`src/sv/bbtc_pkg.sv`:
```
// shared types, constants and margin check for the bounding box tile cache
`default_nettype none

package bbtc_pkg;

    // default table depth and sensitivity after reset
    localparam int unsigned ENTRIES_DEFAULT = 16;
    localparam logic [30:0] SENS_RESET      = 31'd100;

    // result status codes
    typedef enum logic [1:0] {
        ST_STORED = 2'd0,
        ST_HIT    = 2'd1,
        ST_MISS   = 2'd2,
        ST_FULL   = 2'd3
    } t_status;

    // controller states
    typedef enum logic {
        S_IDLE = 1'b0,
        S_SCAN = 1'b1
    } t_state;

    // one box, edges as signed map units
    typedef struct packed {
        logic [31:0] top;
        logic [31:0] bottom;
        logic [31:0] left;
        logic [31:0] right;
    } t_box;

    // query token handed from cell to cell
    typedef struct packed {
        logic        active;
        logic        hit;
        t_box        box;
        logic [31:0] handle;
        logic [7:0]  index;
    } t_probe;

    // outer edge strictly beyond inner edge by less than the sensitivity
    function automatic logic margin_ok(input logic [31:0] outer,
                                       input logic [31:0] inner,
                                       input logic [30:0] sens);
        logic [32:0] d;
        d = {outer[31], outer} - {inner[31], inner};
        return !d[32] && (d != 33'd0) && (d[31:0] < {1'b0, sens});
    endfunction

endpackage

`default_nettype wire

```
`src/sv/bbtc_cell.sv`:
```
// one table slot: holds a box and handle, checks the passing query token
`default_nettype none

module bbtc_cell
    import bbtc_pkg::*;
(
    input  wire logic        i_clk,
    input  wire logic        i_rst_n,
    input  wire logic        i_wr_en,
    input  wire t_box        i_wr_box,
    input  wire logic [31:0] i_wr_handle,
    input  wire logic        i_enable,
    input  wire logic [7:0]  i_index,
    input  wire logic [30:0] i_sens,
    input  wire t_probe      i_probe,
    output t_probe           o_probe
);

    t_box        r_box;
    logic [31:0] r_handle;
    t_probe      r_probe;
    t_probe      n_probe;
    logic        w_match;

    // slot storage, written once by a store transaction
    always_ff @(posedge i_clk) begin
        if (i_wr_en) begin
            r_box    <= i_wr_box;
            r_handle <= i_wr_handle;
        end
    end

    // strict enclosure with every margin below the sensitivity
    always_comb begin
        w_match = margin_ok(r_box.top, i_probe.box.top, i_sens)
               && margin_ok(i_probe.box.bottom, r_box.bottom, i_sens)
               && margin_ok(i_probe.box.left, r_box.left, i_sens)
               && margin_ok(r_box.right, i_probe.box.right, i_sens);
    end

    // first matching slot claims the token
    always_comb begin
        n_probe = i_probe;
        if (i_probe.active && !i_probe.hit && i_enable && w_match) begin
            n_probe.hit    = 1'b1;
            n_probe.handle = r_handle;
            n_probe.index  = i_index;
        end
    end

    // token register toward the next cell
    always_ff @(posedge i_clk) begin
        if (!i_rst_n) begin
            r_probe.active <= 1'b0;
        end else begin
            r_probe.active <= n_probe.active;
        end
        r_probe.hit    <= n_probe.hit;
        r_probe.box    <= n_probe.box;
        r_probe.handle <= n_probe.handle;
        r_probe.index  <= n_probe.index;
    end

    assign o_probe = r_probe;

endmodule

`default_nettype wire

```
`config.mk`:
```
export PLATFORM = sky130hd
export DESIGN_NAME = bbtc_cell
export DESIGN_NICKNAME = d
export VERILOG_FILES = /design/src/sv/bbtc_pkg.sv /design/src/sv/bbtc_cell.sv
export SDC_FILE = /design/constraint.sdc
export NUM_CORES = 1
export LEC_CHECK = 0
export BUFFER_PORTS_ARGS = -buffer_cell sky130_fd_sc_hd__buf_2
export CAP_MARGIN = 10
export CORE_AREA = 2 2 210 212
export CTS_BUF_LIST = sky130_fd_sc_hd__clkbuf_4
export CTS_CLUSTER_SIZE = 24
export DETAILED_ROUTE_END_ITERATION = 10
export DIE_AREA = 0 0 212 214
export GPL_ROUTABILITY_DRIVEN = 0
export PLACE_DENSITY = 0.83
export SETUP_SLACK_MARGIN = 0.05
export SYNTH_ARGS = -nofsm -noshare
export SYNTH_HDL_FRONTEND = slang
export SYNTH_SLANG_ARGS = --single-unit
```
`constraint.sdc`:
```
create_clock -name i_clk -period 8.3 [get_ports i_clk]
set_input_delay 1.66 -clock i_clk [delete_from_list [all_inputs] [get_ports i_clk]]
set_output_delay 1.66 -clock i_clk [all_outputs]
set_load 0.005 [all_outputs]
```
; Word level (Yosys, flattened, before mapping)
; Index checks and enable logic that the tools add are counted.
[op_classes]
addsub = 4
n_lt_le_gt_ge = 4
mux = 1
n_reduce_logical = 23
[ops]
columns = cell, count
row1 = $reduce_bool A33 Y1, 4
row2 = $sub A32 B32 Y33, 4
row3 = $lt A32 B31 Y1, 4
row4 = $mux W40, 1
row5 = $logic_and A1 B1 Y1, 14
row6 = $logic_not A1 Y1, 5
[totals]
ff_bits = 330
inputBits = 373
out_inout_bits = 170
elab_cells = 45

; Depth between registers and ports, before layout
; Gate-level depths: netlist (run 1).
[logic_depth]
ltp_word = 9
depth_mapped = 24
mapped_depth_nobuf = 23

; Least setup slack after synthesis (run 1)
; OpenSTA, ideal clock, no wires.
[synth_timing]
path_kind = input to register
start = input i_probe[105] (netlist bit)
end = register r_probe (netlist bit o_probe[0])
setup_ps = 121
arrival_time_ps = 6401
t_required_ps = 8179
setup_slack_ps = 1778
stages = 20
n_path_buf = 1
cell_sequence = ha_1 > nor2b_1 > o2111ai_1 > a21boi_0 > a31oi_1 > o41ai_1 > a31oi_1 > xnor2_1 > ha_1 > a21o_1 > a221oi_1 > nand4_1 > nor4_1 > nand4_1 > a2111oi_0 > nand4_1 > a211oi_1 > o221ai_4 > buf_12 > mux2_4
[synth_lines]
columns = element, line
row1 = start: declaration, bbtc_cell.sv:15  ; input wire t_probe i_probe,
row2 = end: declaration, bbtc_cell.sv:21  ; t_probe r_probe;

==> results by group, run 1 <==
Place
  – Placed Cells: roughly 3100
  – Post-DP Area: ~23000 µm²
  – Hpwl dp: about 52000 µm
  – IO Port Bufs: approximately 540

Finish
  – Layout cells sized above 1: 27.2%
  – Area Overhead vs Synth: 21.8%
  – Post-route cell area: ~24000 µm²
  – Nets: 3251
  – Non-Filler Instances: approximately 3300
  – FF/Latch Area: ~8000 µm²
  – Filler Cell Count: 3759
  – Footprint of the multi-input gates: around 11000 µm²

Clocking
  – Hold buffer count at CTS: 0
  – Clk_lat worst skew: between 0.8 and 0.9 ns
  – Postcts setup bufs: 0
  – Bufs on Longest Clock Path: 3
  – # clock sinks: 330
  – Max H-tree Level: 3
  – Post-CTS sizing: 0
  – Total CTS buffers: 84
  – Clock transition at the registers of the reported paths: 0.07 ns
  – CTS root buf: clkbuf_4
  – CTS tree: yes

STA
  – Fmax achieved: ~0.14 GHz
  – Sum of negative setup slack: 0 ns
  – Final hold vios: 0
  – Final period util: about 87%
  – Worst-margin pin slew: 0.977 ns
  – Clk_skew: roughly 0.037 ns
  – # setup viols final: 0
  – RSZ-0062 raised after global routing: false
  – Max-slew headroom: about a third
  – Post-layout min period: 7.22 ns
  – Max-slew violation count: 0

Yosys
  – Post-synth top cells: ha_1 (248), inv_1 (204), a21oi_1 (170), dfxtp_1 (170), edfxtp_1 (160)
  – Cell count after synthesis: 2044
  – Yosys top cell by area: edfxtp_1
  – Post-synth EDFFs: 160
  – Mapped Area: ~20000 µm²
  – Cell with the most instances after synthesis: ha_1
  – Ys Warns: 0
  – Post-synth net total: roughly 2700
  – Synth Flop Type: dfxtp_1
  – Register area share after synthesis: just over 40%
  – Synthesized flop and latch total: 330
  – Largest cells by area after synthesis: edfxtp_1 (24%), dfxtp_1 (17%), ha_1 (15%), a21oi_1 (4.2%), inv_1 (3.8%)
  – Top-area cell type share of the netlist area: 23.9%
  – Mean Syn Cell Area: 9.82 µm²
  – Library cells used by synthesis: between 70 and 80
  – Synth async-reset ratio: 0%

Global route
  – Initial antenna violation count: 17
  – First-pass GRT wire length: 98400 µm
  – Maximum number of pins on one net before global-route repair: 97
  – Grt ovf: 0
  – Vias in the first global route: approximately 18000
  – Overall Global Routing Usage: 27.8%

Die
  – Core ar.: 42900 µm²
  – Num rows: 76
  – Die Y-Extent: about 210 µm
  – Die Area: between 40000 and 50000 µm²
  – Top Ports: 543
  – Die X: 212 µm
  – Initial Util: between 40 and 50%

Setup path
  – Slowest stage delay, CP: between 0.8 and 0.9 ns
  – Most used cell, CP: nand4_1
  – Kind of cell adding the most delay to the critical path: compound AO/OA/AOI/OAI gates
  – Crit end category: flop
  – CP startpoint kind: input pin
  – Crit path buffers/inverters: 2
  – Worst path cell trace: buf_2 > ha_1 > nor2b_1 > o2111ai_1 > a21boi_0 > a31oi_1 > o41ai_1 > a31oi_1 > xnor2_1 > ha_1 > a21o_1 > a221oi_1 > nand4_1 > nor4_1 > nand4_1 > a2111oi_0 > nand4_1 > a211oi_1 > o221ai_4 > buf_4 > mux2_4
  – Crit path DAT: 7.94 ns
  – Crit Path Class: in -> reg
  – Worst EP required: roughly 9.0 ns
  – Crit Path Max Fanout: approximately 40
  – Slowest CP cell: o41ai_1

Power and ir drop
  – Internal power: roughly 3.2 mW
  – Sw frac: between 30% and 40%
  – Max VDD drop: 146 µV
  – Sequential share of power: 38.4%
  – Clock power frac: 29.7%
  – P_leak: about 12 nW
  – Comb pwr share: roughly a third
  – Psw: 1.64 mW
  – PD cells: ~200 nW/µm²

Detailed routing
  – DRT Pass-1 Iters: 6
  – 1st-iter DRT viols: roughly 1600
  – Via count: approximately 19000
  – Drt drc: 0
  – Total routed wirelength: 65100 µm
  – ANT nets after route: 0
  – Vias per cell: 5.68
  – Routed wire per std cell: slightly below 20 µm

Worst hold path
  – Hold WC Path Type: reg -> reg

Flow run
  – # Max-Cap Violations: 0

Status
  – Status: finished, final reports clean
==> registers in the layout, indices dropped and copies added (netlist names) <==
register  flops
o_probe     170
r_box       128
r_handle     32
==> worst register-to-register path: stages, from the launching register on <==
cell,delay (ns)
edfxtp_1,0.42
inv_1,0.07
ha_1,0.28
nor2b_1,0.20
o2111ai_1,0.17
a21boi_0,0.42
a31oi_1,0.27
o41ai_1,0.82
a31oi_1,0.21
xnor2_1,0.32
ha_1,0.31
a21o_1,0.18
a221oi_1,0.31
nand4_1,0.13
nor4_1,0.27
nand4_1,0.12
a2111oi_0,0.66
nand4_1,0.16
a211oi_1,0.39
o221ai_4,0.15
buf_4,0.38
mux2_4,0.44
==> cell usage in the layout (no fill, tap or decap), types with 42 or more instances in the layout <==
| cell | count |
|---|---|
| nand3_1 | 43 |
| inv_1 | 204 |
| o21ai_0 | 103 |
| nand4_1 | 42 |
| edfxtp_1 | 160 |
| a21oi_1 | 170 |
| a21o_1 | 53 |
| dfxtp_1 | 170 |
| nor2_1 | 104 |
| nand2_1 | 149 |
| clkbuf_4 | 120 |
| buf_2 | 541 |
| ha_1 | 248 |
| xnor2_1 | 64 |
==> power by group through the flow <==
stage | clock (mW) | sequential [mW] | combinational, mW
2_1_floorplan | 0 | 1.89 | 1.01
4_1_cts | 1.48 | 1.86 | 1.50
5_1_grt | 1.57 | 1.86 | 1.70
6_report | 1.43 | 1.85 | 1.54
3_3_place_gp | 0 | 1.88 | 1.43
3_5_place_dp | 0 | 1.89 | 1.49
==> per-layer routing <==
metal	GRT usage (%)	wire (µm)	share of wire, %	up-vias
li1	-	-	-	8755
met1	33.5	25900	40	8733
met2	46.1	30700	47	1000
met3	6.83	5470	8.4	215
met4	13.8	3030	4.7	12
met5	0	79	0.12	-
==> final cells by class <==
type                       count  share of cell area [%]
clock buffer                 120                    3.69
sequential                   330                    33.6
inverter                     204                    3.13
timing repair buffer         544                    11.2
antenna                       13                   0.133
multi-input combinational   1462                    44.4
tap                          585                    2.99
clock inverter                38                   0.916
==> kinds of logic (layout without fill, tap and decap cells) <==
group	after synthesis	count (layout)	share of synthesized area, %
other cells	0	13	0
compound gates	544	544	17.5
buf+inv	252	906	5.04
fa+ha+maj	252	252	15.9
xor+xnor	96	96	4.19
mux	48	48	3.38
flops	330	330	40.9
simple gates	522	522	13.1
==> final timing paths <==
kind	from	end	slack [ns]	depth (start not counted)
setup / recovery	i_probe[105]	o_probe[24]	1.08	21
setup reg to reg	r_box[65]	o_probe[24]	1.55	21
hold / removal	r_handle[3]	o_probe[11]	0.47	1
hold reg to reg	r_handle[3]	o_probe[11]	0.47	1
==> metrics by stage <==
step	util, %	hold slack [ns]	setup WS (ns)	total power, mW
after floorplan	-	0.449	1.78	2.89
after global placement	54.3	0.454	0.442	3.31
after detailed placement	54.3	0.458	0.241	3.38
after CTS	56.9	0.475	1.11	4.84
after global routing	57.0	0.491	0.730	5.12
final	57.0	0.474	1.08	4.83
Power figures use the tool's default switching activity.
==> inputs of run 2 (changes only) <==
Settings changed: ABC_AREA set to 1, CORE_AREA 2 2 210 212 to not set, CORE_MARGIN set to 2, CORE_UTILIZATION set to 50, DIE_AREA 0 0 212 214 to not set, PLACE_DENSITY 0.83 to 0.87.
==> run 2 against run 1 <==
Non-clock buffer count unchanged. First-iteration DRC count down 4.5%. Count of clock-buffer cells in the layout up 9. Register-to-register slack better by 1.8 ns. Critical path type unchanged. Clock skew down 0.0050 ns. Critical endpoint is now o_probe[38]. Flip-flop and latch count unchanged. Sequential share of layout area down 2.3 points.
==> results by group, run 2 <==
Clocking
  – Postcts setup bufs: 0 (unchanged)
  – Post-CTS sizing: 0 (unchanged)
  – CTS tree: yes (unchanged)
  – Bufs on Longest Clock Path: 3 (unchanged)
  – # clock sinks: 330 (unchanged)
  – Total CTS buffers: 82 (was 84)
  – Clock transition at the registers of the reported paths: 0.07 ns (about the same)
  – Max H-tree Level: 3 (unchanged)
  – Hold buffer count at CTS: 0 (unchanged)
  – Clk_lat worst skew: 0.85 ns (was 0.84 ns)
  – CTS root buf: clkbuf_4 (unchanged)

Place
  – DP Worst Slack: 2.02 ns (was 0.241 ns)
  – IO Port Bufs: 542 (unchanged)
  – Hpwl dp: 54900 µm (was 51800 µm)

STA
  – Final hold vios: 0 (unchanged)
  – Worst-margin pin slew: 0.995 ns (was 0.977 ns)
  – Clk_skew: 0.0322 ns (was 0.0373 ns)
  – Max-slew headroom: 33.5% (was 34.9%)
  – Post-layout min period: 5.54 ns (was 7.22 ns)
  – Sum of negative setup slack: 0 ns (unchanged)
  – Fmax achieved: 0.181 GHz (was 0.138 GHz)
  – Final period util: 66.7% (was 87.0%)
  – PnR worst setup slack: 2.76 ns (was 1.08 ns)
  – RSZ-0062 raised after global routing: false (unchanged)
  – Hold slack: 0.460 ns (was 0.474 ns)
  – Max-slew violation count: 0 (unchanged)
  – # setup viols final: 0 (unchanged)

Setup path
  – Crit path buffers/inverters: 4 (was 2)
  – Worst r2r src: r_box[96] (was r_box[65])
  – CP Capture Point: o_probe[38] (was o_probe[24])
  – Kind of cell adding the most delay to the critical path: simple AND/OR/NAND/NOR gates (was compound AO/OA/AOI/OAI gates)
  – Worst EP required: 9.02 ns (about the same)
  – Slowest CP cell: nor4_1 (was o41ai_1)
  – Crit Path Max Fanout: 41 (unchanged)
  – CP startpoint kind: input pin (unchanged)
  – R2r setup slk: 3.33 ns (was 1.55 ns)
  – Crit Path Class: in -> reg (unchanged)
  – R2R cell count: 31 (was 21)
  – Slowest stage delay, CP: 0.58 ns (was 0.82 ns)
  – Crit end category: flop (unchanged)
  – Most used cell, CP: nand2_1 (was nand4_1)
  – WP depth: 31 (was 21)
  – R2r endpoint: o_probe[38] (was o_probe[24])
  – Origin of the worst setup path: i_probe[136] (was i_probe[105])
  – Crit path DAT: 6.26 ns (was 7.94 ns)

Power and ir drop
  – Max VDD drop: 176 µV (was 146 µV)
  – Tot Pwr: 4.83 mW (about the same)
  – PD cells: 184 nW/µm² (was 198 nW/µm²)
  – P_leak: 14.5 nW (was 11.6 nW)

Flow run
  – # Max-Cap Violations: 0 (unchanged)

Detailed routing
  – 1st-iter DRT viols: 1514 (was 1586)
  – Vias per cell: 5.09 (was 5.68)
  – Total routed wirelength: 68700 µm (was 65100 µm)
  – Drt drc: 0 (unchanged)
  – ANT nets after route: 0 (unchanged)
  – DRT Pass-1 Iters: 6 (unchanged)
  – Routed wire per std cell: 16.1 µm (was 19.8 µm)
  – Via count: 21650 (was 18715)

Yosys
  – Mapped Area: 21700 µm² (was 20100 µm²)
  – Mean Syn Cell Area: 7.26 µm² (was 9.82 µm²)
  – Largest cells by area after synthesis: edfxtp_1 (22%), nand2_1 (16%), dfxtp_1 (16%), ha_1 (14%), inv_1 (9.5%) (was edfxtp_1 (24%), dfxtp_1 (17%), ha_1 (15%), a21oi_1 (4.2%), inv_1 (3.8%))
  – Library cells used by synthesis: 41 (was 77)
  – Post-synth net total: 3614 (was 2669)
  – Cell with the most instances after synthesis: nand2_1 (was ha_1)
  – Ys Warns: 0 (unchanged)
  – Synth async-reset ratio: 0% (unchanged)
  – Cell count after synthesis: 2989 (was 2044)
  – Register area share after synthesis: 37.8% (was 40.9%)
  – Post-synth EDFFs: 160 (unchanged)
  – Top-area cell type share of the netlist area: 22.1% (was 23.9%)
  – Post-synth top cells: nand2_1 (953), inv_1 (550), nor2_1 (261) (was ha_1 (248), inv_1 (204), a21oi_1 (170), dfxtp_1 (170), edfxtp_1 (160))
  – Synthesized flop and latch total: 330 (unchanged)
  – Synth Flop Type: dfxtp_1 (unchanged)
  – Yosys top cell by area: edfxtp_1 (unchanged)

Global route
  – First-pass GRT wire length: 104000 µm (was 98400 µm)
  – Maximum number of pins on one net before global-route repair: 97 (unchanged)
  – Initial antenna violation count: 4 (was 17)
  – Overall Global Routing Usage: 29.9% (was 27.8%)
  – Vias in the first global route: 20832 (was 18393)
  – Grt ovf: 0 (unchanged)

Finish
  – Filler Cell Count: 3861 (was 3759)
  – Area Overhead vs Synth: 20.7% (was 21.8%)
  – Most frequent cells in the layout: nand2_1 (953), inv_1 (550), buf_2 (541) (was buf_2 (541), ha_1 (248), inv_1 (204))
  – Nets: 4230 (was 3251)
  – Most common cell after layout, fill and taps aside: nand2_1 (was buf_2)
  – Layout cells sized above 1: 19.4% (was 27.2%)
  – Max reg flops: 170 (unchanged)
  – Core Util, Final: 61.0% (was 57.0%)

Die
  – Initial Util: 50.5% (was 46.8%)
  – Die Area: 45100 µm² (was 45400 µm²)
  – Num rows: 76 (unchanged)
  – Die Y-Extent: 212 µm (was 214 µm)
  – Die X: 212 µm (about the same)
  – Top Ports: 543 (unchanged)
  – Core ar.: 43000 µm² (was 42900 µm²)

Worst hold path
  – Hold WC Path Type: reg -> reg (unchanged)

Status
  – Status: finished, final reports clean (unchanged)
-- run 2: cell count changes after synthesis, sizes merged, moves of 43 or more --
| cell | change |
|---|---|
| a21o | -43 |
| clkbuf | -43 |
| inv | +351 |
| nand2 | +812 |
| nand3 | +152 |
| nor2 | +165 |
| o21ai | -59 |
| xnor2 | -59 |
-- run 2: where the power goes --
part	leakage, nW	internal [mW]	switching (mW)	total (mW)
clock	0.666	0.798	0.678	1.48
sequential	3.00	1.82	0.0339	1.86
combinational	10.9	0.552	0.946	1.50
total	14.5	3.17	1.66	4.83
-- run 2: area by class of cell --
type                    count  area, µm²  share of cell area [%]
diodes                      3       7.51                  0.0286
clock buffers             129        968                    3.70
flip-flops and latches    330       8210                    31.3
well taps                 585        732                    2.79
clock inverters            17        159                   0.606
multi-input cells        2092      11300                    43.2
inverters                 555       2080                    7.95
repair buffers            544       2730                    10.4
-- run 2: logic make-up after synthesis --
kind of cell,Yosys count,synth area share (%)
AOI/OAI and AO/OA,271,6.90
xor gates and xnor gates,21,0.882
adders and majority gates,252,14.7
buffers and inverters,567,10.1
DFF,330,37.8
and+or+nand+nor,1548,29.7
-- run 2: tightest hold or removal path, delay by kind of cell, from the launching register on --
family           cells  cell delay (ns)
DFF                  1             0.31
and+or+nand+nor      2             0.13
-- run 2: per-stage QoR --
step	std cells	cell area, µm²
global route	4254	26200
detailed placement	4106	25100
global placement	4106	25100
CTS	4252	26200
floorplan	2989	21700
finish	4255	26200
-- run 2: how the worst min path moves through the flow --
| stage | start | endpoint | slack, ns | cells after the start |
|---|---|---|---|---|
| 3_3_place_gp | r_handle[11] | o_probe[19] | 0.45 | 2 |
| 4_1_cts | r_handle[3] | o_probe[11] | 0.47 | 2 |
| 6_report | r_handle[3] | o_probe[11] | 0.46 | 2 |
| 5_1_grt | r_handle[18] | o_probe[26] | 0.50 | 2 |
| 3_5_place_dp | r_handle[3] | o_probe[11] | 0.46 | 2 |
| 2_1_floorplan | r_handle[2] | o_probe[10] | 0.45 | 2 |
-- run 2: per-layer routing --
layer / up-vias / wire length [µm] / GRT usage (%)
met2: 946 / 32500 / 50.8
met3: 178 / 4980 / 5.75
li1: 10832 / - / -
met4: 2 / 3030 / 14.8
met1: 9692 / 28100 / 36.3
met5: - / 20 / 0
